`src/rtl/coalescing_pointer_command_queue_assert.svh`:
```
// assertion macros for the queue rtl
`ifndef COALESCING_POINTER_COMMAND_QUEUE_ASSERT_SVH
`define COALESCING_POINTER_COMMAND_QUEUE_ASSERT_SVH

// same-cycle implication, checked outside reset
`define CPCQ_ASSERT_IMP(label, ante, cons, msg) \
    label: assert property (@(posedge i_clk) disable iff (!i_rst_n) (ante) |-> (cons)) \
        else $error(msg);

// next-cycle implication, checked outside reset
`define CPCQ_ASSERT_NXT(label, ante, cons, msg) \
    label: assert property (@(posedge i_clk) disable iff (!i_rst_n) (ante) |=> (cons)) \
        else $error(msg);

`endif

```
`src/rtl/cpcq_pkg.sv`:
```
// types and constants of the coalescing pointer command queue
package cpcq_pkg;

    localparam int QUEUE_DEPTH = 1024;
    localparam int ADDR_W      = $clog2(QUEUE_DEPTH);
    localparam int CNT_W       = $clog2(QUEUE_DEPTH + 1);
    localparam int DATA_W      = 32;
    localparam int FILL_W      = 11;
    localparam int CMD_W       = 3;
    localparam int KIND_W      = 2;
    localparam int S_TDATA_W   = 72;
    localparam int M_TDATA_W   = 88;

    typedef enum logic [CMD_W-1:0] {
        CMD_MOVE  = 3'd0,
        CMD_DOWN  = 3'd1,
        CMD_UP    = 3'd2,
        CMD_POP   = 3'd3,
        CMD_CLEAR = 3'd4
    } t_cmd;

    typedef enum logic [KIND_W-1:0] {
        KIND_MOVE = 2'd0,
        KIND_DOWN = 2'd1,
        KIND_UP   = 2'd2
    } t_kind;

    typedef enum logic {
        ST_IDLE,
        ST_EXEC
    } t_state;

    // input word, last field in the lowest bits
    typedef struct packed {
        logic signed [DATA_W-1:0] delta_y;
        logic signed [DATA_W-1:0] delta_x;
        logic [CMD_W-1:0]         command;
    } t_in_word;

    // result word, last field in the lowest bits
    typedef struct packed {
        logic [FILL_W-1:0]        fill_level;
        logic signed [DATA_W-1:0] pop_dy;
        logic signed [DATA_W-1:0] pop_dx;
        logic [KIND_W-1:0]        pop_kind;
        logic                     pop_valid;
        logic                     dropped_oldest;
        logic                     merged;
        logic                     accepted;
    } t_result;

    // one queue entry as held in the memory
    typedef struct packed {
        logic [KIND_W-1:0]        kind;
        logic signed [DATA_W-1:0] dx;
        logic signed [DATA_W-1:0] dy;
    } t_row;

    // ring index increment with wrap at the queue depth
    function automatic logic [ADDR_W-1:0] next_slot(input logic [ADDR_W-1:0] idx);
        logic [ADDR_W-1:0] res;
        if (idx == ADDR_W'(QUEUE_DEPTH - 1)) begin
            res = '0;
        end else begin
            res = idx + 1'b1;
        end
        return res;
    endfunction

    // ring index decrement with wrap at the queue depth
    function automatic logic [ADDR_W-1:0] prev_slot(input logic [ADDR_W-1:0] idx);
        logic [ADDR_W-1:0] res;
        if (idx == '0) begin
            res = ADDR_W'(QUEUE_DEPTH - 1);
        end else begin
            res = idx - 1'b1;
        end
        return res;
    endfunction

endpackage

```
`src/rtl/cpcq_sat_add.sv`:
```
// signed add that clamps to the range of the data width
module cpcq_sat_add
    import cpcq_pkg::*;
(
    input  logic signed [DATA_W-1:0] i_a,
    input  logic signed [DATA_W-1:0] i_b,
    output logic signed [DATA_W-1:0] o_sum
);

    logic [DATA_W:0] sum_ext;

    // one guard bit shows overflow in either direction
    assign sum_ext = {i_a[DATA_W-1], i_a} + {i_b[DATA_W-1], i_b};

    always_comb begin
        if (sum_ext[DATA_W] != sum_ext[DATA_W-1]) begin
            o_sum = sum_ext[DATA_W] ? {1'b1, {(DATA_W-1){1'b0}}}
                                    : {1'b0, {(DATA_W-1){1'b1}}};
        end else begin
            o_sum = sum_ext[DATA_W-1:0];
        end
    end

endmodule

```
`config.mk`:
```
export PLATFORM = sky130hd
export DESIGN_NAME = cpcq_sat_add
export DESIGN_NICKNAME = d
export VERILOG_FILES = /design/src/rtl/coalescing_pointer_command_queue_assert.svh /design/src/rtl/cpcq_pkg.sv /design/src/rtl/cpcq_sat_add.sv
export SDC_FILE = /design/constraint.sdc
export NUM_CORES = 1
export LEC_CHECK = 0
export BUFFER_PORTS_ARGS = -buffer_cell sky130_fd_sc_hd__buf_2
export CAP_MARGIN = 20
export CORE_ASPECT_RATIO = 0.9
export CORE_MARGIN = 3
export CORE_UTILIZATION = 45
export DETAILED_ROUTE_END_ITERATION = 12
export GPL_TIMING_DRIVEN = 0
export PLACE_DENSITY = 0.77
export RECOVER_POWER = 25
export SLEW_MARGIN = 40
export SYNTH_ARGS = -nofsm -noshare
export SYNTH_HDL_FRONTEND = slang
export SYNTH_SLANG_ARGS = --single-unit
export TNS_END_PERCENT = 100
```
`constraint.sdc`:
```
create_clock -name vclk -period 4.3
set_input_delay 0.645 -clock vclk [all_inputs]
set_output_delay 0.645 -clock vclk [all_outputs]
set_load 0.05 [all_outputs]
```
# After elaboration in Yosys (flattened, before gate mapping)
# Index checks and enable logic that the tools add are counted.
# totals
input_bits	64
ramBits	0
latchBits	0
ff_bits	0
romBits	0
memories	0
out_inout_bits	32
# classes
addsub	1
mul	0
n_lt_le_gt_ge	0
mux	2
reduce_logical	0
shift	0
n_bitwise	0
n_div	0
eq_ne	1
# ops
operator	n
$mux W32	2
$add A32 B32 Y33	1
$ne A1 B1 Y1	1

# Depth between registers and ports, before layout
# Gate-level depths: netlist of the first run.
# logic_depth
depth_word	3
mapped_depth	12
depth_no_buf	11

# Worst setup path after synthesis of the first run
# OpenSTA, ideal clock, no wires.
# synth_timing
path_type	input to output
startpoint	in i_a[0]
endpoint	out o_sum[25]
arrival_time_ns	3.681
path_stages	11
slack_ns	-0.026
t_required_ns	3.655
cell_sequence	ha_1 > inv_1 > fa_1 > nand2b_1 > a211oi_1 > o21ai_0 > a31o_1 > nand2_1 > a21oi_1 > xor2_1 > o31ai_1
# synth_between
elab_chain_len	3
word_cells_on_any_way	4
classes_between	1 x add/sub; 1 x eq/ne; 2 x mux
# synth_lines
item	line	text
start, declared	cpcq_sat_add.sv:5	input logic signed [DATA_W-1:0] i_a,
$add A32 B32 Y33 (*)	cpcq_sat_add.sv:13	assign sum_ext = {i_a[DATA_W-1], i_a} + {i_b[DATA_W-1], i_b};
$mux W32 or $ne A1 B1 Y1 (tied branches)	cpcq_sat_add.sv:17, cpcq_sat_add.sv:16	
$mux W32 (*)	cpcq_sat_add.sv:16	if (sum_ext[DATA_W] != sum_ext[DATA_W-1]) begin
end, declared	cpcq_sat_add.sv:7	output logic signed [DATA_W-1:0] o_sum
# Mark *: on every way between the ends. The rest lies on a longest branch, timed or not.

# Final worst setup path of the first run
# layout_timing
startpoint	in i_a[17]
endpoint	out o_sum[27]
# Same word-level chain as after synthesis.

==> results.md, run 1 <==
* Status: finished, final reports clean
* Max-slew violations at 0
* Sw Pwr at 0.000641 W
* Post-DRT Antenna Nets at 0
* Final Cycle Share at 95.8%
* Post-synthesis sequential area ratio at 0%
* Initial antenna violation count at 0
* Drt wl/cell at 15.2 um
* Clk pwr share at 0%
* Largest net degree at the start of global routing at 11
* Relative slew slack at 57.7%
* Crit path DAT at 3.48 ns
* Count of cell types in the netlist at 58
* TNS Setup at 0 ns
* Worst Hold Launch: i_b[0]
* Fin util at 60.1%
* Comb power frac at 100.0%
* Setup Fix Bufs, Post-CTS at 0
* Placed insts at 463
* GRT Util Overall at 23.0%
* Startpoint Class: input pin
* Final instance area at 2750 um^2
* Worst Hold Path Cells at 5
* Largest fanout on the critical path at 7
* N_diodes at 0
* Hpwl dp at 5870 um
* Routed WL at 7040 um
* Power Density at 326 nW/um^2
* I/O pin total at 96
* Fin cells at 463
* Grt ovf at 0
* CP peak stage delay at 0.54 ns
* Num rows at 23
* Max_cap viols at 0
* Fin crit period at 4.12 ns
* Register share of total power at 0%
* Share of layout cells above drive strength 1 at 31.4%
* Synth warn at 0
* CP max stage cell: xor2_1
* Commonest cells after routing, fill and taps aside: buf_2, a21oi_1, ha_1, nand2_1, o21ai_0
* Largest area contributor in the netlist: ha_1
* Synth Area per Inst at 7.18 um^2
* Synthesized netlist cell count at 305
* Initial DRC Count at 176
* Initial Utilization at 47.9%
* First-pass GRT wire length at 11300 um
* Yosys top cell area share at 18.3%
* Most common cell after layout, fill and taps aside: buf_2
* # setup viols final at 0
* Placed cell area at 2750 um^2
* Vias in the first global route at 2554
* FFs & Latches at 0
* WS Path Type: in -> out
* Die W at 79.6 um
* Final net count at 500
* Remaining DRCs at 0
* Core area at 4580 um^2
* Worst hold path type: in -> out
* Syn_nets at 402
* WP data required at 3.65 ns
* Critical-path cell list: buf_2, ha_1, buf_2, a211o_1, a211oi_2, o31ai_1, a221oi_2, nand2_1, a21oi_1, xor2_1, o31ai_1, buf_2
* Cell Int Power at 0.000254 W
* Syn Std Cell Area at 2190 um^2
* Router iterations before antenna repair at 5
* Pleak at 1.29 nW
* Routed vias/inst at 5.94
* Most used cell, CP: buf_2
* Number of port buffers at 96
* Via count at 2748
* Unrepaired setup endpoints after global routing: no
* Area grow syn2layout at 25.5%
* Buf+Inv Stages, Crit Path at 3
* Register Area at 0 um^2
* Max IR drop VDD at 181 uV
* Worst Hold End: o_sum[0]
* Die Y-Extent at 72.2 um
* Worst hold slack at 1.85 ns
* GP Congestion at 0.921
* Fin. Hold Viols at 0
* Switching Share at 71.6%
* Area contributors post-synth: ha_1, a21oi_1, xor2_1
* CP endpoint kind: output port
* Clk_buf instances at 0
* CP top delay family: compound AO/OA/AOI/OAI gates
* Worst Tran Pin Value at 0.633 ns
* Max Fclk at 243 MHz
* DIE AREA at 5740 um^2
[layout make-up]
cell class | count | area (um^2)
tap | 62 | 77.6
timing repair buffer | 96 | 477
buffer | 13 | 71.3
multi-input combinational | 280 | 2080
fill | 446 | 1830
inverter | 12 | 45.0
[per-layer routing]
layer | global-route usage [%] | part of all wire, % | vias up
met3 | 1.24 | 6.7 | 8
met2 | 41.3 | 48 | 114
met1 | 31.3 | 45 | 1281
li1 | - | - | 1345
met5 | 0 | 0 | -
met4 | 2.67 | 0.72 | 0
[power groups by stage]
stage / logic (W) / registers [W] / clock network [W]
floorplan: 0.000692 / 0 / 0
global placement: 0.000878 / 0 / 0
detailed placement: 0.000888 / 0 / 0
CTS: 0.000892 / 0 / 0
global route: 0.000945 / 0 / 0
finish: 0.000895 / 0 / 0
[synthesized netlist by cell type (all sizes together)]
master / n
nand2b: 5
o31ai: 4
o21bai: 4
xnor2: 12
a31oi: 5
a311oi: 1
nor2: 15
o221ai: 1
o22ai: 1
a221oi: 2
o41ai: 2
a41oi: 2
ha: 32
mux2i: 1
o21ai: 28
o21a: 5
fa: 1
and2: 2
a2111oi: 2
a221o: 1
buf: 7
nand4: 7
o211ai: 4
xor2: 16
nor2b: 3
a21oi: 51
a211oi: 5
nand3: 9
nor3b: 1
nand2: 30
and3: 4
a32o: 1
a21o: 9
o2111ai: 1
a211o: 2
nor3: 4
inv: 12
a31o: 2
clkbuf: 6
nand4b: 1
o32ai: 1
maj3: 3
[cell families (layout without fill, tap and decap cells)]
| family | Yosys count | count (layout) | synth area share [%] |
|---|---|---|---|
| AOI/OAI and AO/OA | 134 | 134 | 43.5 |
| xor gates and xnor gates | 28 | 28 | 12.1 |
| adders and majority gates | 36 | 36 | 20.6 |
| buffers and inverters | 25 | 121 | 5.31 |
| muxes | 1 | 1 | 0.457 |
| and+or+nand+nor | 81 | 81 | 18.1 |
[through the flow]
| step | total power [W] | worst slack (ns) |
|---|---|---|
| 3_5_place_dp | 0.000888 | 0.148 |
| 6_report | 0.000895 | 0.180 |
| 4_1_cts | 0.000892 | 0.117 |
| 2_1_floorplan | 0.000692 | -0.0257 |
| 5_1_grt | 0.000945 | 0.0115 |
| 3_3_place_gp | 0.000878 | 0.170 |
[worst max-delay path by stage]
stage / start / to / slack, ns / cells after the start
6_report: i_a[17] / o_sum[27] / 0.18 / 12
5_1_grt: i_a[0] / o_sum[30] / 0.01 / 13
3_3_place_gp: i_a[0] / o_sum[27] / 0.17 / 14
4_1_cts: i_a[0] / o_sum[27] / 0.12 / 14
3_5_place_dp: i_a[0] / o_sum[27] / 0.15 / 14
2_1_floorplan: i_a[0] / o_sum[25] / -0.03 / 11
[repair_timing]
item,4_1_cts,5_1_grt
gates resized for setup,0,1
endpoints found under the hold margin,0,0
hold buffers,0,0
endpoints found under the setup margin,0,26
[tightest hold or removal path, stage by stage]
cell	delay (ns)
buf_2	0.08
ha_1	0.10
o21ai_0	0.07
nand2_1	0.06
buf_2	0.25
Power figures use the tool's default switching activity.
==> run 2, diff against run 1 <==
--- a/config.mk
+++ b/config.mk
@@ -9,12 +9,12 @@
 export CAP_MARGIN = 20
 export CORE_ASPECT_RATIO = 0.9
 export CORE_MARGIN = 3
-export CORE_UTILIZATION = 45
+export CORE_UTILIZATION = 51
 export DETAILED_ROUTE_END_ITERATION = 12
 export GPL_TIMING_DRIVEN = 0
-export PLACE_DENSITY = 0.77
+export PLACE_DENSITY = 0.85
 export RECOVER_POWER = 25
-export SLEW_MARGIN = 40
+export SLEW_MARGIN = 20
 export SYNTH_ARGS = -nofsm -noshare
 export SYNTH_HDL_FRONTEND = slang
 export SYNTH_SLANG_ARGS = --single-unit
==> results.md, run 2 (synthesized netlist as in run 1, its figures left out) <==
* Status: finished, final reports clean (unchanged)
* Hpwl dp at 5490 um (was 5870 um)
* Post-DRT Antenna Nets at 0 (unchanged)
* Via count at 2735 (was 2748)
* CP top delay family: compound AO/OA/AOI/OAI gates (unchanged)
* CP peak stage delay at 0.40 ns (was 0.54 ns)
* Drt wl/cell at 14.8 um (was 15.2 um)
* Commonest cells after routing, fill and taps aside: buf_2, a21oi_1, ha_1, nand2_1, o21ai_0 (unchanged)
* TNS Setup at 0 ns (unchanged)
* FFs & Latches at 0 (unchanged)
* Die Y-Extent at 68.2 um (was 72.2 um)
* Fin cells at 447 (was 463)
* Initial DRC Count at 269 (was 176)
* Max Fclk at 245 MHz (was 243 MHz)
* DIE AREA at 5120 um^2 (was 5740 um^2)
* Max_cap viols at 0 (unchanged)
* Largest net degree at the start of global routing at 11 (unchanged)
* CP max stage cell: fa_1 (was xor2_1)
* Max IR drop VDD at 196 uV (was 181 uV)
* WS Path Type: in -> out (unchanged)
* Relative slew slack at 60.1% (was 57.7%)
* Remaining DRCs at 0 (unchanged)
* Initial Utilization at 56.0% (was 47.9%)
* Router iterations before antenna repair at 5 (unchanged)
* Fin. Hold Viols at 0 (unchanged)
* Area grow syn2layout at 25.0% (was 25.5%)
* Worst Hold Launch: i_b[0] (unchanged)
* Worst Hold End: o_sum[0] (unchanged)
* Placed insts at 447 (was 463)
* Startpoint Class: input pin (unchanged)
* # setup viols final at 0 (unchanged)
* Crit path launch: i_a[0] (was i_a[17])
* Core area at 3920 um^2 (was 4580 um^2)
* Worst hold path type: in -> out (unchanged)
* Most used cell, CP: buf_2 (unchanged)
* Buf+Inv Stages, Crit Path at 4 (was 3)
* Worst Hold Path Cells at 5 (unchanged)
* CP endpoint kind: output port (unchanged)
* Register Area at 0 um^2 (unchanged)
* N_diodes at 0 (unchanged)
* Total power draw at 0.000893 W (was 0.000895 W)
* Worst Tran Pin Value at 0.594 ns (was 0.633 ns)
* Unrepaired setup endpoints after global routing: no (unchanged)
* Critical-path cell list: buf_2, ha_1, inv_1, fa_1, nand2b_1, a211oi_2, o21ai_0, a31o_1, nand2_1, o21a_2, nand2_4, buf_4, o31ai_1, buf_2 (was buf_2, ha_1, buf_2, a211o_1, a211oi_2, o31ai_1, a221oi_2, nand2_1, a21oi_1, xor2_1, o31ai_1, buf_2)
* Vias in the first global route at 2372 (was 2554)
* Pleak at 1.29 nW (about the same)
* Max-slew violations at 0 (unchanged)
* Largest fanout on the critical path at 10 (was 7)
* I/O pin total at 96 (unchanged)
* Final Cycle Share at 94.9% (was 95.8%)
* Routed WL at 6620 um (was 7040 um)
* Share of layout cells above drive strength 1 at 31.7% (was 31.4%)
* Clk_buf instances at 0 (unchanged)
* Fillcell total at 337 (was 446)
* Cts hold-fix bufs at 0 (unchanged)
* First-pass GRT wire length at 10500 um (was 11300 um)
* Final net count at 500 (unchanged)
* GRT Util Overall at 24.7% (was 23.0%)
* Initial antenna violation count at 0 (unchanged)
* Crit path DAT at 3.44 ns (was 3.48 ns)
* Power Density at 326 nW/um^2 (about the same)
* Worst hold slack at 1.86 ns (was 1.85 ns)
* Number of port buffers at 96 (unchanged)
* Die W at 75.1 um (was 79.6 um)
* Grt ovf at 0 (unchanged)
* Fin crit period at 4.08 ns (was 4.12 ns)
* WP data required at 3.65 ns (about the same)
* Num rows at 21 (was 23)
* GP Congestion at 0.962 (was 0.921)
* Routed vias/inst at 6.12 (was 5.94)
* Most common cell after layout, fill and taps aside: buf_2 (unchanged)
[run 2: cell types whose count changed in the layout (fill, tap and decap cells not counted)]
cell and delta:
xor2_1 -1, xor2_2 +1, clkbuf_2 +1, buf_2 -1
[run 2: timing repair]
item,4_1_cts,5_1_grt
endpoints found under the setup margin,0,17
buffers inserted,0,0
hold endpoints to repair,0,0
resized for setup,0,2
[run 2: cell type report]
cell class / count / area, um^2 / area share (%)
Buffer: 13 / 71.3 / 2.61
Inverter: 12 / 45.0 / 1.65
Multi-Input combinational cell: 280 / 2090 / 76.2
Tap cell: 46 / 57.6 / 2.10
Timing Repair Buffer: 96 / 477 / 17.4
[run 2: metrics by stage]
| step | setup WS (ns) | cell area (um^2) | utilization [%] |
|---|---|---|---|
| after floorplan | -0.0257 | 2190 | - |
| after global routing | 0.0579 | 2740 | 69.9 |
| after CTS | 0.123 | 2730 | 69.7 |
| after global placement | 0.170 | 2730 | 69.7 |
| after detailed placement | 0.148 | 2730 | 69.7 |
| final | 0.219 | 2740 | 69.9 |
[run 2: where the power goes]
group	internal [W]	switching [W]
sequential	0	0
combinational	0.000255	0.000638
clock	0	0
[run 2: layer usage]
metal	GRT usage, %	part of all wire (%)	vias to the layer above
met2	39.6	44	145
met5	0	0	-
met4	4.22	1.3	0
met1	37.2	47	1230
li1	-	-	1350
met3	0.147	7.7	10
[run 2: worst max path at each step]
stage	endpoint	depth (start not counted)
after global placement	o_sum[26]	13
after CTS	o_sum[27]	14
final	o_sum[27]	14
after global routing	o_sum[27]	14
after detailed placement	o_sum[27]	14
after floorplan	o_sum[25]	11
